### config.mk
export PLATFORM = sky130hd
export DESIGN_NAME = lrfc_queue
export DESIGN_NICKNAME = d
export VERILOG_FILES = /design/src/hw/rtl/lrfc_pkg.sv /design/src/hw/rtl/lrfc_queue.sv
export SDC_FILE = /design/constraint.sdc
export NUM_CORES = 1
export LEC_CHECK = 0
export ABC_AREA = 1
export BUFFER_PORTS_ARGS = -buffer_cell sky130_fd_sc_hd__buf_4
export CAP_MARGIN = 20
export CORE_MARGIN = 4
export CORE_UTILIZATION = 62
export DETAILED_ROUTE_END_ITERATION = 8
export GPL_ROUTABILITY_DRIVEN = 1
export PLACE_DENSITY_LB_ADDON = 0.12
export SYNTH_ARGS = -nofsm -noshare
export SYNTH_HDL_FRONTEND = slang
export SYNTH_SLANG_ARGS = --single-unit
export TNS_END_PERCENT = 50
### constraint.sdc
create_clock -name i_clk -period 8.3 [get_ports i_clk]
set_input_delay 1.245 -clock i_clk [delete_from_list [all_inputs] [get_ports i_clk]]
set_output_delay 1.245 -clock i_clk [all_outputs]
set_load 0.03 [all_outputs]
### src/hw/rtl/lrfc_pkg.sv
// lrfc_pkg: types, constants and register indexes for the lidar ring feature classifier.
// No dependencies.
package lrfc_pkg;
    localparam int HALF_WINDOW_DEF = 5;
    localparam int COORD_BITS = 20;
    localparam int DIFF_BITS = 26;   // |D| <= 32*2^19 for HALF_WINDOW up to 8
    localparam int NUM_BITS = 62;
    localparam int DEN_BITS = 42;
    localparam int CFG_ADDR_BITS = 3;
    localparam int CFG_DATA_BITS = 24;
    localparam logic [23:0] SAT24 = 24'hFFFFFF;
    localparam logic [17:0] GRAD_SCALE = 18'd256000;

    localparam logic [CFG_ADDR_BITS-1:0] REG_EDGE_THR   = 3'd0;
    localparam logic [CFG_ADDR_BITS-1:0] REG_PLANAR_THR = 3'd1;
    localparam logic [CFG_ADDR_BITS-1:0] REG_GRAD_MIN   = 3'd2;
    localparam logic [CFG_ADDR_BITS-1:0] REG_GRAD_MAX   = 3'd3;
    localparam logic [CFG_ADDR_BITS-1:0] REG_PPR        = 3'd4;
    localparam logic [CFG_ADDR_BITS-1:0] REG_RING_CNT   = 3'd5;
    localparam logic [CFG_ADDR_BITS-1:0] REG_INT_EN     = 3'd6;

    localparam logic [1:0] PC_NONE      = 2'd0;
    localparam logic [1:0] PC_EDGE      = 2'd1;
    localparam logic [1:0] PC_PLANAR    = 2'd2;
    localparam logic [1:0] PC_INTENSITY = 2'd3;

    typedef struct packed {
        logic signed [19:0] pos_x;
        logic signed [19:0] pos_y;
        logic signed [19:0] pos_z;
        logic [7:0]         reflectivity;
        logic               scan_start;
    } t_point;

    typedef struct packed {
        logic signed [19:0] out_x;
        logic signed [19:0] out_y;
        logic signed [19:0] out_z;
        logic [7:0]         out_reflectivity;
        logic [6:0]         ring_index;
        logic [1:0]         point_class;
        logic [23:0]        smoothness_value;
        logic [23:0]        gradient_value;
    } t_result;

    typedef struct packed {
        logic [23:0] edge_limit;
        logic [23:0] flat_limit;
        logic [23:0] gradient_min;
        logic [23:0] gradient_max;
        logic [15:0] points_per_ring;
        logic [7:0]  ring_count;
        logic        intensity_enable;
    } t_cfg;

    // One centre point handed from front to back.
    typedef struct packed {
        logic signed [19:0]           cx;
        logic signed [19:0]           cy;
        logic signed [19:0]           cz;
        logic [7:0]                   refl;
        logic [6:0]                   ring;
        logic signed [DIFF_BITS-1:0] dx;
        logic signed [DIFF_BITS-1:0] dy;
        logic signed [DIFF_BITS-1:0] dz;
        logic [7:0]                   grad_in;
    } t_job;
endpackage

### src/hw/rtl/lrfc_queue.sv
// lrfc_queue: four-entry job queue between front and back.
// Depends on lrfc_pkg.
module lrfc_queue import lrfc_pkg::*; (
    input  logic i_clk,
    input  logic i_rst_n,
    input  logic i_wr,
    input  t_job i_data,
    input  logic i_rd,
    output logic o_full,
    output logic o_nonempty,
    output t_job o_data
);
    t_job       r_mem [4];
    logic [1:0] r_wp, r_rp;
    logic [2:0] r_cnt;

    assign o_full     = r_cnt == 3'd4;
    assign o_nonempty = r_cnt != 3'd0;
    assign o_data     = r_mem[r_rp];

    always_ff @(posedge i_clk) begin
        if (i_wr) r_mem[r_wp] <= i_data;
    end

    always_ff @(posedge i_clk) begin
        if (!i_rst_n) begin
            r_wp <= '0; r_rp <= '0; r_cnt <= '0;
        end else begin
            if (i_wr) r_wp <= r_wp + 2'd1;
            if (i_rd) r_rp <= r_rp + 2'd1;
            r_cnt <= r_cnt + 3'(i_wr) - 3'(i_rd);
        end
    end
endmodule

==> impl_metrics.env <==
export IMPL_critPathMaxFanout=244
export IMPL_switchingPower_w=0.00182
export IMPL_place_ws_ns=4.56
export IMPL_r2r_slack_ns=5.80
export IMPL_fin_crit_sh=0.523
export IMPL_clockRootBuffer="clkbuf_16"
export IMPL_ys_ff_latch=653
export IMPL_synth_compound_area_frac=0.129
export IMPL_min_period_ns=4.34
export IMPL_synth_fa_ha_area_frac=0.00363
export IMPL_outcome="complete, no violations"
export IMPL_final_max_slew_viol_count=0
export IMPL_cts_buffers=67
export IMPL_place_gp_congestion=0.746
export IMPL_port_buffers=327
export IMPL_muxShareOfSynthArea=0
export IMPL_final_setup_viol_count=0
export IMPL_rr_endpoint="r_mem[0][0]"
export IMPL_worstPathArrival_ns=3.10
export IMPL_die_area_mm2=0.0456
export IMPL_ioPinCount=328
export IMPL_critical_path_class="register to output pin"
export IMPL_drc_errors=0
export IMPL_met2_length_mm=26.3
export IMPL_antenna_found_initial=5
export IMPL_core_area_mm2=0.0419
export IMPL_ctsLongestPathBuffers=3
export IMPL_synth_top_family_by_area="compound AO/OA/AOI/OAI gates"
export IMPL_yosysTopAreaCell="edfxtp_1"
export IMPL_timing_setup_tns_ns=0
export IMPL_drt_total_wl_mm=52.4
export IMPL_met1_length_mm=20.7
export IMPL_ys_seq_area_frac=0.746
export IMPL_grt_ovfl_total=0
export IMPL_cellPowerDensity_mw_per_mm2=243
export IMPL_synth_avg_cell_area_um2=13.5
export IMPL_post_route_util=0.737
export IMPL_dp_hpwl_mm=31.0
export IMPL_hp_class="register to register"
export IMPL_start_util=0.625
export IMPL_cp_required_ns=7.05
export IMPL_synth_distinct_cells=17
export IMPL_max_slew_worst_pin_slew_ns=1.04
export IMPL_antenna_left=0
export IMPL_n_antenna_cell=0
export IMPL_ctsHoldBuffers=0
export IMPL_leakage_nw=11.9
export IMPL_n_fill_cell=2688
export IMPL_r2r_cells=5
export IMPL_cts_setup_buffers=0
export IMPL_clkPwrFrac=0.366
export IMPL_vias=15183
export IMPL_cts_tree="done"
export IMPL_syn_inst=1934
export IMPL_die_w_um=213
export IMPL_worstHoldStart="r_rp[1]"
export IMPL_htreeDepth=3
export IMPL_clk_pin_slew_ns=0.06
export IMPL_p_int_w=0.00568
export IMPL_grt_pass1_wl_mm=79.2
export IMPL_synth_simple_area_share=0.0483
export IMPL_row_count=75
export IMPL_final_nets=2409
export IMPL_worstSkewPairLatency_ns=0.57
export IMPL_pwr_share_seq=0.510
export IMPL_synthXorXnorAreaFrac=0
export IMPL_vias_per_cell=5.38
export IMPL_max_cap_violations=0
export IMPL_top_layer_used="met5"
export IMPL_ir_drop_mv=0.200
export IMPL_yosysWarnings=0
export IMPL_first_iter_violations=1062
export IMPL_cp_end_kind="output pin"
export IMPL_fin_skew_ns=0.0107
export IMPL_relSlewSlack=0.305
export IMPL_final_hold_violation_count=0
export IMPL_wl_met3_mm=4.07
export IMPL_setup_slack_ns=3.96
export IMPL_synth_top_area_share=0.739
export IMPL_critPathLaunchType="register"
export IMPL_grt_pass1_vias=15014
export IMPL_grt_max_degree=245
export IMPL_clock_fmax_mhz=230
export IMPL_fp_dieH_um=213
export IMPL_layout_drive_gt1_share=0.232
export IMPL_synth_nets=2106
export IMPL_wire_per_inst_um=18.5
export IMPL_pwr_share_comb=0.124
export IMPL_hold_depth=2
export IMPL_post_cts_resized=0
export IMPL_switching_share=0.243
export IMPL_reg2reg_from="r_wp[0]"
export IMPL_groute_usage_overall=0.224
export IMPL_rsz0062_at_grt="no"
export IMPL_first_pass_iters=5
export IMPL_ys_top_cells_by_area="edfxtp_1 (74%), inv_1 (4.8%), o211ai_2 (4.8%), nand2_1 (4.8%), a21oi_1 (3.2%)"
export IMPL_clock_sinks=653
export IMPL_netlist_area_mm2=0.0262
export IMPL_area_growth_pct=17.8
-- routing by layer --
metal,global-route usage,up-vias
li1,-,7345
met1,0.281,7302
met2,0.384,430
met3,0.0617,96
met4,0.0711,10
met5,0,-
-- cell usage after synthesis, drive strengths merged --
cell	instances
dfxtp	9
o211ai	161
inv	337
a21oi	167
nor2	2
nand2	332
nand3	2
ha	6
clkbuf	19
fa	1
o21ai	165
buf	89
edfxtp	644
-- kinds of logic (layout without fill, tap and decap cells) --
family / after synthesis / count (layout)
adder cells (fa/ha/maj): 7 / 7
buffers and inverters: 445 / 796
AND/OR/NAND/NOR: 336 / 336
flip-flops: 653 / 653
AO/OA/AOI/OAI: 493 / 493
-- layout make-up --
type / instances / area (um2) / share of cell area
Clock buffer: 95 / 1920 / 0.0623
Sequential cell: 653 / 19500 / 0.633
Timing Repair Buffer: 342 / 2590 / 0.0841
Multi-Input combinational cell: 836 / 4730 / 0.153
Clock inverter: 22 / 100 / 0.00325
Tap cell: 539 / 674 / 0.0219
Inverter: 337 / 1280 / 0.0417
-- state kept, by name (all words and copies together), names as in the netlist, named ones only --
register	flops
r_mem	644
r_cnt	3
r_rp	2
r_wp	2
-- cell usage in the layout, fill, tap and decap left out, drive strengths merged --
master / count
edfxtp: 644
buf: 342
inv: 338
nand2: 332
a21oi: 167
o21ai: 165
o211ai: 161
clkbuf: 95
clkinv: 20
dfxtp: 9
ha: 6
nand3: 2
nor2: 2
fa: 1
clkinvlp: 1
-- worst max-delay path by stage --
stage	end	slack (ns)	cells after the start
floorplan	r_mem[0][0]	3.41	2
global placement	o_data[141]	4.58	4
detailed placement	o_data[153]	4.56	4
CTS	o_data[153]	3.96	4
global route	o_data[46]	3.74	5
finish	o_data[104]	3.96	4
-- metrics by stage --
| step | instance area (um2) | total power, W | instances | hold slack, ns |
|---|---|---|---|---|
| floorplan | 26200 | 0.00447 | 1934 | 0.436 |
| global placement | 28800 | 0.00480 | 2707 | 0.446 |
| detailed placement | 28800 | 0.00483 | 2707 | 0.460 |
| CTS | 30800 | 0.00757 | 2824 | 0.478 |
| global route | 30800 | 0.00779 | 2824 | 0.509 |
| finish | 30800 | 0.00750 | 2824 | 0.475 |
-- critical path, stage by stage, from the launching register on --
cell     delay, ns
dfxtp_4       0.91
buf_12        0.84
o21ai_0       0.36
nand2_1       0.13
buf_4         0.17
-- power groups by stage --
stage	sequential [W]	combinational, W	clock (W)
3_5_place_dp	0.00389	0.000935	0
3_3_place_gp	0.00389	0.000917	0
4_1_cts	0.00383	0.000939	0.00280
2_1_floorplan	0.00389	0.000583	0
5_1_grt	0.00383	0.00101	0.00295
6_report	0.00383	0.000929	0.00275
(Power assumes the default switching activity.)
