### config.mk
export PLATFORM = sky130hd
export DESIGN_NAME = lrfc_front
export DESIGN_NICKNAME = d
export VERILOG_FILES = /design/src/hw/rtl/lrfc_pkg.sv /design/src/hw/rtl/lrfc_front.sv
export SDC_FILE = /design/constraint.sdc
export NUM_CORES = 2
export LEC_CHECK = 0
export ABC_AREA = 1
export BUFFER_PORTS_ARGS = -buffer_cell sky130_fd_sc_hd__buf_2
export CELL_PAD_IN_SITES_DETAIL_PLACEMENT = 0
export CELL_PAD_IN_SITES_GLOBAL_PLACEMENT = 2
export CORE_UTILIZATION = 35
export DETAILED_ROUTE_END_ITERATION = 8
export GPL_TIMING_DRIVEN = 0
export PLACE_DENSITY_LB_ADDON = 0.15
export REMOVE_ABC_BUFFERS = 1
export SLEW_MARGIN = 20
export SYNTH_ARGS = -nofsm -noshare
export SYNTH_HDL_FRONTEND = slang
export SYNTH_SLANG_ARGS = --single-unit
### constraint.sdc
create_clock -name i_clk -period 23.4 [get_ports i_clk]
set_clock_uncertainty 0.1 [all_clocks]
set_input_delay 2.34 -clock i_clk [delete_from_list [all_inputs] [get_ports i_clk]]
set_output_delay 2.34 -clock i_clk [all_outputs]
set_load 0.005 [all_outputs]
### src/hw/rtl/lrfc_pkg.sv
// lrfc_pkg: types, constants and register indexes for the lidar ring feature classifier.
// No dependencies.
package lrfc_pkg;
    localparam int HALF_WINDOW_DEF = 5;
    localparam int COORD_BITS = 20;
    localparam int DIFF_BITS = 26;   // |D| <= 32*2^19 for HALF_WINDOW up to 8
    localparam int NUM_BITS = 62;
    localparam int DEN_BITS = 42;
    localparam int CFG_ADDR_BITS = 3;
    localparam int CFG_DATA_BITS = 24;
    localparam logic [23:0] SAT24 = 24'hFFFFFF;
    localparam logic [17:0] GRAD_SCALE = 18'd256000;

    localparam logic [CFG_ADDR_BITS-1:0] REG_EDGE_THR   = 3'd0;
    localparam logic [CFG_ADDR_BITS-1:0] REG_PLANAR_THR = 3'd1;
    localparam logic [CFG_ADDR_BITS-1:0] REG_GRAD_MIN   = 3'd2;
    localparam logic [CFG_ADDR_BITS-1:0] REG_GRAD_MAX   = 3'd3;
    localparam logic [CFG_ADDR_BITS-1:0] REG_PPR        = 3'd4;
    localparam logic [CFG_ADDR_BITS-1:0] REG_RING_CNT   = 3'd5;
    localparam logic [CFG_ADDR_BITS-1:0] REG_INT_EN     = 3'd6;

    localparam logic [1:0] PC_NONE      = 2'd0;
    localparam logic [1:0] PC_EDGE      = 2'd1;
    localparam logic [1:0] PC_PLANAR    = 2'd2;
    localparam logic [1:0] PC_INTENSITY = 2'd3;

    typedef struct packed {
        logic signed [19:0] pos_x;
        logic signed [19:0] pos_y;
        logic signed [19:0] pos_z;
        logic [7:0]         reflectivity;
        logic               scan_start;
    } t_point;

    typedef struct packed {
        logic signed [19:0] out_x;
        logic signed [19:0] out_y;
        logic signed [19:0] out_z;
        logic [7:0]         out_reflectivity;
        logic [6:0]         ring_index;
        logic [1:0]         point_class;
        logic [23:0]        smoothness_value;
        logic [23:0]        gradient_value;
    } t_result;

    typedef struct packed {
        logic [23:0] edge_limit;
        logic [23:0] flat_limit;
        logic [23:0] gradient_min;
        logic [23:0] gradient_max;
        logic [15:0] points_per_ring;
        logic [7:0]  ring_count;
        logic        intensity_enable;
    } t_cfg;

    // One centre point handed from front to back.
    typedef struct packed {
        logic signed [19:0]           cx;
        logic signed [19:0]           cy;
        logic signed [19:0]           cz;
        logic [7:0]                   refl;
        logic [6:0]                   ring;
        logic signed [DIFF_BITS-1:0] dx;
        logic signed [DIFF_BITS-1:0] dy;
        logic signed [DIFF_BITS-1:0] dz;
        logic [7:0]                   grad_in;
    } t_job;
endpackage

### src/hw/rtl/lrfc_front.sv
// lrfc_front: sliding point window, ring/position counters, neighbor differences.
// Depends on lrfc_pkg.
module lrfc_front import lrfc_pkg::*; #(
    parameter int HALF_WINDOW = HALF_WINDOW_DEF
) (
    input  logic   i_clk,
    input  logic   i_rst_n,
    input  logic   i_take,
    input  t_point i_pt,
    input  t_cfg   i_cfg,
    output logic   o_emit,
    output t_job   o_job
);
    localparam int WIN = 2 * HALF_WINDOW + 1;

    logic signed [19:0] r_wx [WIN];
    logic signed [19:0] r_wy [WIN];
    logic signed [19:0] r_wz [WIN];
    logic [7:0]         r_wi [WIN];
    logic [15:0]        r_pos;
    logic [7:0]         r_ring;

    logic signed [19:0] sx [WIN];
    logic signed [19:0] sy [WIN];
    logic signed [19:0] sz [WIN];
    logic [7:0]         si [WIN];
    logic [15:0] pos_eff;
    logic [7:0]  ring_eff;
    logic        active;
    logic signed [DIFF_BITS-1:0] sumx, sumy, sumz;
    logic [16:0] pos_nxt;

    // window as it stands after this point shifts in
    always_comb begin
        for (int k = 0; k < WIN; k++) begin
            if (k < WIN - 1) begin
                sx[k] = r_wx[k+1]; sy[k] = r_wy[k+1]; sz[k] = r_wz[k+1]; si[k] = r_wi[k+1];
            end else begin
                sx[k] = i_pt.pos_x; sy[k] = i_pt.pos_y; sz[k] = i_pt.pos_z;
                si[k] = i_pt.reflectivity;
            end
        end
    end

    always_comb begin
        sumx = '0; sumy = '0; sumz = '0;
        for (int k = 0; k < WIN; k++) begin
            if (k != HALF_WINDOW) begin
                sumx = sumx + DIFF_BITS'(sx[k]);
                sumy = sumy + DIFF_BITS'(sy[k]);
                sumz = sumz + DIFF_BITS'(sz[k]);
            end
        end
    end

    assign pos_eff  = i_pt.scan_start ? '0 : r_pos;
    assign ring_eff = i_pt.scan_start ? '0 : r_ring;
    assign active   = ring_eff < i_cfg.ring_count;
    assign pos_nxt  = {1'b0, pos_eff} + 17'd1;
    assign o_emit   = i_take && active && (pos_eff >= 16'(2 * HALF_WINDOW));

    always_comb begin
        o_job.cx      = sx[HALF_WINDOW];
        o_job.cy      = sy[HALF_WINDOW];
        o_job.cz      = sz[HALF_WINDOW];
        o_job.refl    = si[HALF_WINDOW];
        o_job.ring    = ring_eff[6:0];
        o_job.dx      = DIFF_BITS'(2 * HALF_WINDOW) * DIFF_BITS'(sx[HALF_WINDOW]) - sumx;
        o_job.dy      = DIFF_BITS'(2 * HALF_WINDOW) * DIFF_BITS'(sy[HALF_WINDOW]) - sumy;
        o_job.dz      = DIFF_BITS'(2 * HALF_WINDOW) * DIFF_BITS'(sz[HALF_WINDOW]) - sumz;
        o_job.grad_in = (si[HALF_WINDOW+1] > si[HALF_WINDOW-1])
                      ? si[HALF_WINDOW+1] - si[HALF_WINDOW-1]
                      : si[HALF_WINDOW-1] - si[HALF_WINDOW+1];
    end

    always_ff @(posedge i_clk) begin
        if (!i_rst_n) begin
            r_pos  <= '0;
            r_ring <= '0;
            for (int k = 0; k < WIN; k++) begin
                r_wx[k] <= '0; r_wy[k] <= '0; r_wz[k] <= '0; r_wi[k] <= '0;
            end
        end else if (i_take) begin
            r_pos  <= pos_eff;
            r_ring <= ring_eff;
            if (active) begin
                for (int k = 0; k < WIN; k++) begin
                    r_wx[k] <= sx[k]; r_wy[k] <= sy[k]; r_wz[k] <= sz[k]; r_wi[k] <= si[k];
                end
                if (pos_nxt >= {1'b0, i_cfg.points_per_ring}) begin
                    r_pos <= '0;
                    if (ring_eff != 8'hFF) r_ring <= ring_eff + 8'd1;
                end else begin
                    r_pos <= pos_nxt[15:0];
                end
            end
        end
    end
endmodule

==> flow_results.org <==
** Place
- Worst slack at placement :: 13.44 ns
- Buffers placed on the I/O ports in this run total 257.
- The congestion estimate from routability-driven global placement came to 0.788.
- Once placement finished, the instance area stood at 52400 um2.
- HPWL Detailed :: 85200 um

** Min path
- The min-delay analysis places its worst path in the category flip-flop to flip-flop.

** Worst setup path
- For the worst setup path, the data arrival time is 7.54 ns.
- Library cell contributing the largest single delay on the critical path :: sky130_fd_sc_hd__fa_1
- Broken down by cell family, the worst path's largest delay share belongs to adder cells.
- Endpoint required time on the critical path :: 20.96 ns
- The most numerous cell type found on the critical path is sky130_fd_sc_hd__fa_1.
- Count of buffering cells on the critical path with inverters included :: 5
- Critical-path cell list :: buf_2 -> fa_1 -> inv_1 -> fa_1 -> fa_1 -> fa_1 -> inv_1 -> fa_1 -> inv_1 -> ha_1 -> nand2_1 -> nor2_1 -> o21ai_0 -> o211ai_1 -> a31oi_1 -> o21ai_0 -> nand2_1 -> nand2_1 -> xor2_1 -> buf_2
- Critical Path Start Type :: input pin
- Kind of critical path :: input pin to primary output
- STA classifies the critical path endpoint as a primary output.
- Worst Path Max Fanout :: 5
- Critical Path Max Stage Delay :: 0.53 ns

** STA
- Post-route setup slack :: 13.42 ns
- Based on the critical path, the design can be clocked at up to 100 MHz.
- Setup violations remaining at the end of the flow were counted as 0.
- Max-slew headroom at the worst pin :: 45.7%
- At the pin with the least slew margin, the transition time is 0.814 ns.
- Final hold violation count :: 0
- The worst path in the final design needs a cycle of 9.98 ns, including I/O delays and setup.
- RSZ-0062 raised after global routing :: false
- The final number of max-transition violations came to 0.
- The worst path uses 42.6% of the clock period.
- Adding up every negative setup slack in the final design gives 0 ns.

** Clocking
- Number of sinks driven by the clock tree :: 672
- Clock-pin slew was measured on the worst setup and hold paths at 0.06 ns.
- The clock passes through at most 3 buffers.
- Buffers inserted during clock tree synthesis total 88.
- Clock Latency Late Sink :: 0.69 ns
- Hold Buf Count CTS :: 0
- Cell at the root of the clock tree :: sky130_fd_sc_hd__clkbuf_16
- Total setup buffers inserted after CTS :: 0
- Total number of H-tree levels :: 3
- TritonCTS built the clock tree.
- Number of cells upsized or downsized after cts :: 0

** Synth
- The synthesized design spends more area on one cell type than any other, namely sky130_fd_sc_hd__edfxtp_1.
- After technology mapping, the gate count stands at 4747.
- In the synthesized netlist the dominant register cell turns out to be sky130_fd_sc_hd__edfxtp_1.
- Yosys Warn Count :: 0
- In this run, synthesis inferred 648 flip-flops with an integrated enable.
- Seq/Total Area, Yosys :: 40.7%
- In this run, distinct cell masters in the synthesized netlist total 54.
- Most frequent cell after synthesis :: sky130_fd_sc_hd__inv_1
- Each instance of the synthesized netlist takes up on average 10.3 um2.
- For this run, asynchronously set or reset flops after synthesis account for 0%.
- Flop and latch count out of synthesis :: 672
- Area share of the leading cell type in the synthesized netlist :: 39.7%
- After synthesis, the most frequently instantiated cells are 1381 x sky130_fd_sc_hd__inv_1, 681 x sky130_fd_sc_hd__nor2_1, 648 x sky130_fd_sc_hd__edfxtp_1, 581 x sky130_fd_sc_hd__fa_1, 337 x sky130_fd_sc_hd__nand2_1.
- Ranked by total cell area, the synthesized netlist is headed by sky130_fd_sc_hd__edfxtp_1 40%, sky130_fd_sc_hd__fa_1 24%, sky130_fd_sc_hd__inv_1 11%, sky130_fd_sc_hd__ha_1 6.1%, sky130_fd_sc_hd__nor2_1 5.2%.
- Post-synth design cell area :: 49000 um2

** Detailed routing
- Via count :: 29700
- First-pass detailed-route iteration total :: 5
- Post-detailed-routing wire length :: 110000 um
- Vias per Instance :: 4.30
- Post-route DRC violation count :: 0
- Wire per inst :: 15.9 um
- Remaining antenna violation count :: 0
- After the first detailed-routing iteration, the DRC count stood at 1461.

** GRT
- The via count of the first global-routing pass came to 31400.
- Global routing finished with a remaining overflow of 0.
- Global routing used 16.2% of the available tracks.
- Entering global routing, the biggest net connects 61 pins.
- The number of antenna violations at the first check in global routing was 11.
- The first global-routing pass estimated 179000 um of wire.

** Job
- The tool flagged a number of max-cap violations equal to 0.

** Finish
- In the final design database the tool counted 5978 nets.
- Of the cells placed in the final design, the portion with a size suffix greater than 1 is 8.83%.
- The filler cells instantiated in the layout total 13900.
- After routing the design area is 55300 um2.
- From synthesis to final layout, the design area changed by 12.8%.

** Floorplanning
- Vertical die dimension :: 376 um
- The initial utilization of the core area, before any placement, comes to 35.5%.
- Pin placement for this block handled 355 I/O pins.
- Placeable core region :: 138000 um2
- Die W :: 376 um
- Placement Rows :: 136
- The die covers 142000 um2.

** Status
- The run finished with clean final reports.
## layout by cell type, fill, tap and decap left out, drive strengths merged, types with 43 or more instances in the layout
master	instances
buf	285
nor2	690
inv	1391
ha	239
xnor2	70
xor2	107
nand3	61
edfxtp	648
nand2	340
a21oi	192
o21ai	104
clkbuf	103
clkinv	43
fa	581
## tightest hold or removal path, stage by stage, from the launching register on
cell and delay, ns:
sky130_fd_sc_hd__dfxtp_1 0.31, sky130_fd_sc_hd__nand2_1 0.06, sky130_fd_sc_hd__a21oi_1 0.05
## path summary, 6_finish.rpt
path | cells past startpoint | slack (ns) | end | startpoint
max | 20 | 13.42 | o_job[21] | i_pt[16]
min | 2 | 0.37 | r_ring[7] | r_ring[7]
max reg2reg | 14 | 18.63 | r_wi[0][45] | r_ring[3]
min reg2reg | 2 | 0.37 | r_ring[7] | r_ring[7]
## kinds of logic after synthesis
logic type               Yosys count  share of synthesized area (%)
buffers and inverters           1546                           12.6
AND/OR/NAND/NOR                 1154                           9.49
adder cells (fa/ha/maj)          820                           29.8
flip-flops                       672                           40.7
AO/OA/AOI/OAI                    374                           4.24
XOR/XNOR                         177                           3.16
multiplexers                       4                         0.0893
## through the flow
stage	util (%)	std cells	hold slack [ns]
final	40.1	6903	0.365
after global routing	40.1	6902	0.393
after CTS	40.1	6902	0.365
after detailed placement	38.0	6738	0.355
after global placement	37.4	6710	0.355
after floorplan	-	4590	0.345
## routing by layer
metal | global-route usage (%) | up-vias | wire length, um
met2 | 24.6 | 345 | 48100
met5 | 0 | - | 58
met3 | 3.13 | 131 | 4170
met1 | 23.9 | 14400 | 55200
li1 | - | 14800 | -
met4 | 3.30 | 8 | 2060
## area by class of cell
class	instances	area, um2	share of cell area, %
Sequential cell	672	19900	36.0
Antenna cell	1	2.50	0.00452
Clock buffer	103	2260	4.08
Inverter	1389	5210	9.42
Multi-Input combinational cell	2529	23000	41.5
Clock inverter	61	634	1.15
Timing Repair Buffer	285	1990	3.60
Tap cell	1863	2330	4.21
## sequential cells by signal, indices dropped and copies added (netlist names)
signal  flops
r_wx      200
r_wy      200
r_wz      200
r_wi       48
r_pos      16
r_ring      8
Power is not shown: default switching activity piles up to over one toggle a cycle in this logic, so the estimate is an artifact.
