===== src/hw/rtl/lrfc_pkg.sv =====
// lrfc_pkg: types, constants and register indexes for the lidar ring feature classifier.
// No dependencies.
package lrfc_pkg;
    localparam int HALF_WINDOW_DEF = 5;
    localparam int COORD_BITS = 20;
    localparam int DIFF_BITS = 26;   // |D| <= 32*2^19 for HALF_WINDOW up to 8
    localparam int NUM_BITS = 62;
    localparam int DEN_BITS = 42;
    localparam int CFG_ADDR_BITS = 3;
    localparam int CFG_DATA_BITS = 24;
    localparam logic [23:0] SAT24 = 24'hFFFFFF;
    localparam logic [17:0] GRAD_SCALE = 18'd256000;

    localparam logic [CFG_ADDR_BITS-1:0] REG_EDGE_THR   = 3'd0;
    localparam logic [CFG_ADDR_BITS-1:0] REG_PLANAR_THR = 3'd1;
    localparam logic [CFG_ADDR_BITS-1:0] REG_GRAD_MIN   = 3'd2;
    localparam logic [CFG_ADDR_BITS-1:0] REG_GRAD_MAX   = 3'd3;
    localparam logic [CFG_ADDR_BITS-1:0] REG_PPR        = 3'd4;
    localparam logic [CFG_ADDR_BITS-1:0] REG_RING_CNT   = 3'd5;
    localparam logic [CFG_ADDR_BITS-1:0] REG_INT_EN     = 3'd6;

    localparam logic [1:0] PC_NONE      = 2'd0;
    localparam logic [1:0] PC_EDGE      = 2'd1;
    localparam logic [1:0] PC_PLANAR    = 2'd2;
    localparam logic [1:0] PC_INTENSITY = 2'd3;

    typedef struct packed {
        logic signed [19:0] pos_x;
        logic signed [19:0] pos_y;
        logic signed [19:0] pos_z;
        logic [7:0]         reflectivity;
        logic               scan_start;
    } t_point;

    typedef struct packed {
        logic signed [19:0] out_x;
        logic signed [19:0] out_y;
        logic signed [19:0] out_z;
        logic [7:0]         out_reflectivity;
        logic [6:0]         ring_index;
        logic [1:0]         point_class;
        logic [23:0]        smoothness_value;
        logic [23:0]        gradient_value;
    } t_result;

    typedef struct packed {
        logic [23:0] edge_limit;
        logic [23:0] flat_limit;
        logic [23:0] gradient_min;
        logic [23:0] gradient_max;
        logic [15:0] points_per_ring;
        logic [7:0]  ring_count;
        logic        intensity_enable;
    } t_cfg;

    // One centre point handed from front to back.
    typedef struct packed {
        logic signed [19:0]           cx;
        logic signed [19:0]           cy;
        logic signed [19:0]           cz;
        logic [7:0]                   refl;
        logic [6:0]                   ring;
        logic signed [DIFF_BITS-1:0] dx;
        logic signed [DIFF_BITS-1:0] dy;
        logic signed [DIFF_BITS-1:0] dz;
        logic [7:0]                   grad_in;
    } t_job;
endpackage


===== src/hw/rtl/lrfc_back.sv =====
// lrfc_back: sequenced squares, shared restoring divider, bit-pair isqrt, classify.
// Depends on lrfc_pkg.
module lrfc_back import lrfc_pkg::*; (
    input  logic    i_clk,
    input  logic    i_rst_n,
    input  logic    i_job_vld,
    input  t_job    i_job,
    input  t_cfg    i_cfg,
    input  logic    i_pop,
    output logic    o_job_rd,
    output logic    o_vld,
    output t_result o_res
);
    localparam logic [2:0] ST_IDLE = 3'd0;
    localparam logic [2:0] ST_SQ   = 3'd1;
    localparam logic [2:0] ST_PREP = 3'd2;
    localparam logic [2:0] ST_DIV  = 3'd3;
    localparam logic [2:0] ST_SQRT = 3'd4;
    localparam logic [2:0] ST_DONE = 3'd5;

    logic [2:0]          r_st;
    logic [4:0]          r_cnt;
    logic                r_grad_ph;
    t_job                r_job;
    logic [NUM_BITS-1:0] r_num;
    logic [DEN_BITS-1:0] r_den;
    logic [NUM_BITS-1:0] r_rem;
    logic [63:0]         r_ds;
    logic [23:0]         r_q;
    logic                r_sat;
    logic [23:0]         r_smooth, r_grad;
    logic [DEN_BITS-1:0] r_sv, r_sr, r_sb;
    logic                r_vld;
    t_result             r_res;
    logic                r_div_end;

    logic signed [DIFF_BITS-1:0] op;
    logic [DIFF_BITS-1:0]        op_abs;
    logic [2*DIFF_BITS-1:0]      sq;
    logic [DEN_BITS-1:0]         dvs;
    logic [NUM_BITS-1:0]         dvd;
    logic [DEN_BITS-1:0]         strial;
    logic [23:0]                 qv;
    logic [1:0]                  cls;

    always_comb begin
        case (r_cnt[2:0])
            3'd0:    op = r_job.dx;
            3'd1:    op = r_job.dy;
            3'd2:    op = r_job.dz;
            3'd3:    op = DIFF_BITS'(r_job.cx);
            3'd4:    op = DIFF_BITS'(r_job.cy);
            default: op = DIFF_BITS'(r_job.cz);
        endcase
    end
    assign op_abs = op[DIFF_BITS-1] ? DIFF_BITS'(-op) : op;
    assign sq     = op_abs * op_abs;

    // divisor and dividend of whichever division is being set up
    assign dvs = r_grad_ph ? r_sr + DEN_BITS'(1) : r_den + DEN_BITS'(1);
    assign dvd = r_grad_ph ? r_num : {r_num[NUM_BITS-9:0], 8'd0};
    assign strial = r_sr + r_sb;
    assign qv  = r_sat ? SAT24 : r_q;

    always_comb begin
        if (r_smooth > i_cfg.edge_limit)            cls = PC_EDGE;
        else if (r_smooth < i_cfg.flat_limit)       cls = PC_PLANAR;
        else if (i_cfg.intensity_enable && r_grad > i_cfg.gradient_min
                 && r_grad < i_cfg.gradient_max)    cls = PC_INTENSITY;
        else                                        cls = PC_NONE;
    end

    assign o_job_rd = (r_st == ST_IDLE) && i_job_vld;
    assign o_vld    = r_vld;
    assign o_res    = r_res;

    always_ff @(posedge i_clk) begin
        if (!i_rst_n) begin
            r_st  <= ST_IDLE;
            r_vld <= 1'b0;
            r_cnt <= '0;
            r_grad_ph <= 1'b0;
        end else begin
            if (i_pop && r_vld) r_vld <= 1'b0;
            unique case (r_st)
                ST_IDLE: begin
                    if (i_job_vld) begin
                        r_job <= i_job;
                        r_num <= '0;
                        r_den <= '0;
                        r_cnt <= '0;
                        r_grad_ph <= 1'b0;
                        r_grad <= '0;
                        r_st  <= ST_SQ;
                    end
                end
                ST_SQ: begin
                    if (r_cnt < 5'd3) r_num <= r_num + NUM_BITS'(sq);
                    else              r_den <= r_den + DEN_BITS'(sq);
                    r_cnt <= r_cnt + 5'd1;
                    if (r_cnt == 5'd5) r_st <= ST_PREP;
                end
                ST_PREP: begin
                    r_sat <= {4'd0, dvd} >= {dvs, 24'd0};
                    r_rem <= dvd;
                    r_ds  <= {dvs[40:0], 23'd0};
                    r_q   <= '0;
                    r_cnt <= '0;
                    r_st  <= ST_DIV;
                end
                ST_DIV: begin
                    if ({2'd0, r_rem} >= r_ds) begin
                        r_rem <= r_rem - r_ds[NUM_BITS-1:0];
                        r_q   <= {r_q[22:0], 1'b1};
                    end else begin
                        r_q   <= {r_q[22:0], 1'b0};
                    end
                    r_ds  <= r_ds >> 1;
                    r_cnt <= r_cnt + 5'd1;
                    if (r_cnt == 5'd23) begin
                        r_cnt <= '0;
                        r_st  <= ST_DONE;
                        if (!r_grad_ph && i_cfg.intensity_enable) begin
                            r_st <= ST_SQRT;
                            r_sv <= r_den;
                            r_sr <= '0;
                            r_sb <= DEN_BITS'(1) << 40;
                            r_num <= NUM_BITS'(26'(r_job.grad_in) * 26'(GRAD_SCALE));
                        end
                    end
                end
                ST_SQRT: begin
                    if (r_sv >= strial) begin
                        r_sv <= r_sv - strial;
                        r_sr <= (r_sr >> 1) + r_sb;
                    end else begin
                        r_sr <= r_sr >> 1;
                    end
                    r_sb  <= r_sb >> 2;
                    r_cnt <= r_cnt + 5'd1;
                    if (r_cnt == 5'd20) begin
                        r_grad_ph <= 1'b1;
                        r_st <= ST_PREP;
                    end
                end
                ST_DONE: begin
                    // wait for the last quotient to be captured
                    if (!r_div_end && (!r_vld || i_pop)) begin
                        r_vld <= 1'b1;
                        r_res.out_x <= r_job.cx;
                        r_res.out_y <= r_job.cy;
                        r_res.out_z <= r_job.cz;
                        r_res.out_reflectivity <= r_job.refl;
                        r_res.ring_index <= r_job.ring;
                        r_res.point_class <= cls;
                        r_res.smoothness_value <= r_smooth;
                        r_res.gradient_value <= r_grad;
                        r_st <= ST_IDLE;
                    end
                end
                default: r_st <= ST_IDLE;
            endcase
            // quotient capture in the cycle after the divider finishes
            if (r_div_end) begin
                if (r_grad_ph) r_grad <= qv;
                else           r_smooth <= qv;
            end
        end
    end

    always_ff @(posedge i_clk) begin
        if (!i_rst_n) begin
            r_div_end <= 1'b0;
        end else begin
            r_div_end <= (r_st == ST_DIV) && (r_cnt == 5'd23);
        end
    end
endmodule


===== config.mk =====
export PLATFORM = sky130hd
export DESIGN_NAME = lrfc_back
export DESIGN_NICKNAME = d
export VERILOG_FILES = /design/src/hw/rtl/lrfc_pkg.sv /design/src/hw/rtl/lrfc_back.sv
export SDC_FILE = /design/constraint.sdc
export NUM_CORES = 2
export LEC_CHECK = 0
export BUFFER_PORTS_ARGS = -buffer_cell sky130_fd_sc_hd__buf_2
export CORE_UTILIZATION = 35
export CTS_CLUSTER_DIAMETER = 80
export CTS_CLUSTER_SIZE = 30
export DETAILED_ROUTE_END_ITERATION = 6
export SETUP_SLACK_MARGIN = 0.4
export SYNTH_ARGS = -nofsm -noshare
export SYNTH_HDL_FRONTEND = slang
export SYNTH_SLANG_ARGS = --single-unit

===== constraint.sdc =====
create_clock -name i_clk -period 16.9 [get_ports i_clk]
set_input_delay 3.38 -clock i_clk [delete_from_list [all_inputs] [get_ports i_clk]]
set_output_delay 3.38 -clock i_clk [all_outputs]
set_load 0.05 [all_outputs]

==> reports/results.ini <==
[layout]
nNetsFinal = 8591
synthToLayoutAreaGrowth_pct = 10.9
fill_cells = 18690
drive_gt1_share_pct = 9.68

[critical_path]
crit_path_end_kind = register
crit_slowest_cell = clkinv_1
worstSetupPathType = reg -> reg
crit_path_start = r_cnt[0]
r2r-start = r_cnt[0]
crit_required_ns = 17.46
cp-start-kind = register
cp.arrival_ns = 16.09
crit_path_max_incr_delay_ns = 0.70
cp_max_fo = 27

[routing]
post_drt_wl_per_cell_um = 20.5
routed_wl_um = 198000
final_antenna_net_count = 0
first_pass_iters = 7
first_iter_violations = 3777
vias = 51003
drc = 2
viasPerCell = 5.26

[run_status]
violations = DRC
outcome = finished, violations left

[sta]
slew_headroom_pct = 17.0
rsz0062_at_grt = false
setup_viol_count_final = 0
finalCritPeriodShare_pct = 91.9
tightest_slew_ns = 1.25
tns_ns = 0
finClkSkew_ns = 0.0642
hold_viol = 0
slew_violations = 0
min_period_ns = 15.53
fmax_mhz = 64.4

[cts]
h-tree-depth = 2
cts_tree = yes
cts_buffer_depth = 3
clkTransAtPathRegs_ns = 0.09
cts_resized = 0
cts_buffers = 58
holdBufCountCts = 0
worstSkewPairLatency_ns = 0.75
cts_setup_buffers = 0
clockRootBuffer = clkbuf_16
cts_sinks = 705

[global_routing]
first_global_vias = 51810
antenna_found_initial = 14
track_usage_pct = 20.5
grt_pass1_wl_um = 305000
use_met2_pct = 34.4
overflow = 0
grt_use_met1_pct = 26.1
grt_max_degree = 127
grt_most_used_layer = met2
use_met3_pct = 2.78

[synthesis]
synth_ff_type = edfxtp_1
synth_cell_type_count = 93
syn_area_mm2 = 0.0666
synth-xor-area-share_pct = 4.61
synth.area.mux_share_pct = 1.86
synth-seq-cells = 705
synthCells = 6878
yosys.area_share.simple_pct = 12.3
synth_edf_count = 694
synth_area_leaders = edfxtp_1 31%, fa_1 16%, ha_1 11%
synth_top_family_by_area = adder cells
ys_warn_count = 0
async_flop_share_pct = 0
ys_seq_area_share_pct = 31.6
synthAdderAreaFrac_pct = 27.9
synth_top_area_share_pct = 31.3
synth-compound-area-share_pct = 14.2
avgSynthCellArea_um2 = 9.68
synth.largest_area_cell = edfxtp_1

[placed_design]
port_buffers = 388
hpwl_um = 157000
gp_congestion = 0.941

[floorplanning]
start_util_pct = 35.3
core-area_mm2 = 0.188
io_pins = 413
num_rows = 159
chipHeight_um = 438
die_area_mm2 = 0.192
die_w_um = 438

[run]
drv_cap = 0

[hold_path]
worstHoldStart = r_job[93]
hold_class = reg -> reg

flip-flops by register name, indices dropped and copies added, names as in the netlist, 42 cells and up:
register,cells
r_num,62
r_job,161
r_sr,42
r_den,42
r_rem,62
r_ds,64
r_sv,42
o_res,125
per-layer routing:
layer / vias to the layer above / wire length (µm)
li1: 24195 / -
met1: 24951 / 84300
met4: 18 / 9450
met3: 329 / 11400
met2: 1510 / 93200
met5: - / 118
kinds of logic after synthesis:
group,Yosys count
and+or+nand+nor,1762
AOI/OAI and AO/OA,1482
buffers and inverters,1302
adders and majority gates,1157
DFF,705
xor gates and xnor gates,350
muxes,118
other,2
critical path: cells and delay by family, from the launching register on:
family	cells	cell delay, ns
AOI/OAI and AO/OA	11	3.22
xor gates and xnor gates	1	0.25
adders and majority gates	11	4.93
buffers and inverters	12	2.49
DFF	1	0.42
muxes	2	0.84
and+or+nand+nor	12	3.14
synth_stat cells (all sizes together) (11+ instances only):
master / count
ha: 610
a211oi: 41
a211o: 11
nand3b: 23
a221oi: 16
a21oi: 407
nor3: 66
o21ai: 350
nand2: 546
fa: 547
a31o: 24
o221ai: 11
a21boi: 13
or3: 44
o21bai: 50
a32oi: 11
nor2b: 74
nand2b: 58
dfxtp: 11
mux2i: 73
o211ai: 24
or2: 18
a221o: 17
xor2: 164
xnor2: 186
a22oi: 27
edfxtp: 694
mux2: 45
nor2: 546
a2111oi: 19
and3: 63
and2: 39
a21o: 194
o22ai: 29
inv: 1024
nand4: 85
nand3: 135
clkbuf: 231
o31ai: 34
buf: 42
nor4: 21
o21a: 57
a31oi: 62
worst paths after layout:
path | to | slack [ns] | cells after the start
min | o_res[57] | 0.42 | 0
min reg2reg | o_res[57] | 0.42 | 0
max | r_num[50] | 1.37 | 49
max reg2reg | r_num[50] | 1.37 | 49
layout by cell type (no fill, tap or decap), types with 23 or more instances in the layout:
cell type / synthesis / layout
nor2_1: 546 / 543
a21oi_1: 407 / 407
clkbuf_16: 0 / 59
or3_1: 44 / 44
a31oi_1: 62 / 61
nand2_1: 546 / 544
nor2b_1: 74 / 73
o21a_1: 57 / 57
nand2b_1: 58 / 58
o21bai_1: 50 / 50
buf_4: 7 / 75
o211ai_1: 24 / 24
o21ai_0: 348 / 348
nand4_1: 84 / 84
mux2_2: 45 / 45
nand3_1: 135 / 135
mux2i_1: 73 / 73
o31ai_1: 34 / 34
xnor2_1: 186 / 184
nand3b_1: 23 / 23
nor3_1: 66 / 65
edfxtp_1: 694 / 694
a31o_2: 24 / 24
a22oi_1: 27 / 27
buf_2: 13 / 388
a211oi_1: 39 / 39
and2_1: 38 / 37
inv_1: 1021 / 1020
ha_1: 610 / 610
o22ai_1: 28 / 28
and3_1: 63 / 62
fa_1: 547 / 547
xor2_1: 164 / 164
a21o_1: 194 / 194
per-stage QoR:
step	instance area, µm²	worst slack (ns)	utilization (%)	hold slack [ns]	std cells
after floorplan	66600	4.15	-	0.400	6897
after global placement	71300	1.59	37.8	0.401	9583
after detailed placement	71300	1.46	37.8	0.405	9583
after CTS	73800	1.39	39.2	0.424	9693
after global routing	73800	0.629	39.2	0.425	9694
final	73800	1.37	39.2	0.424	9698
area by class of cell:
cell class / instances / area [µm²] / share of cell area (%)
multi-input combinational: 4890 / 40700 / 55.2
sequential: 705 / 21100 / 28.5
inverter: 1029 / 3860 / 5.23
tap: 2495 / 3120 / 4.23
timing repair buffer: 464 / 2520 / 3.42
clock buffer: 60 / 1480 / 2.00
clock inverter: 50 / 1030 / 1.40
antenna: 5 / 12.5 / 0.0169
Power is left out: the tool's default activity adds up to more than one toggle a clock period on the data nets, which glitch-free logic cannot reach.
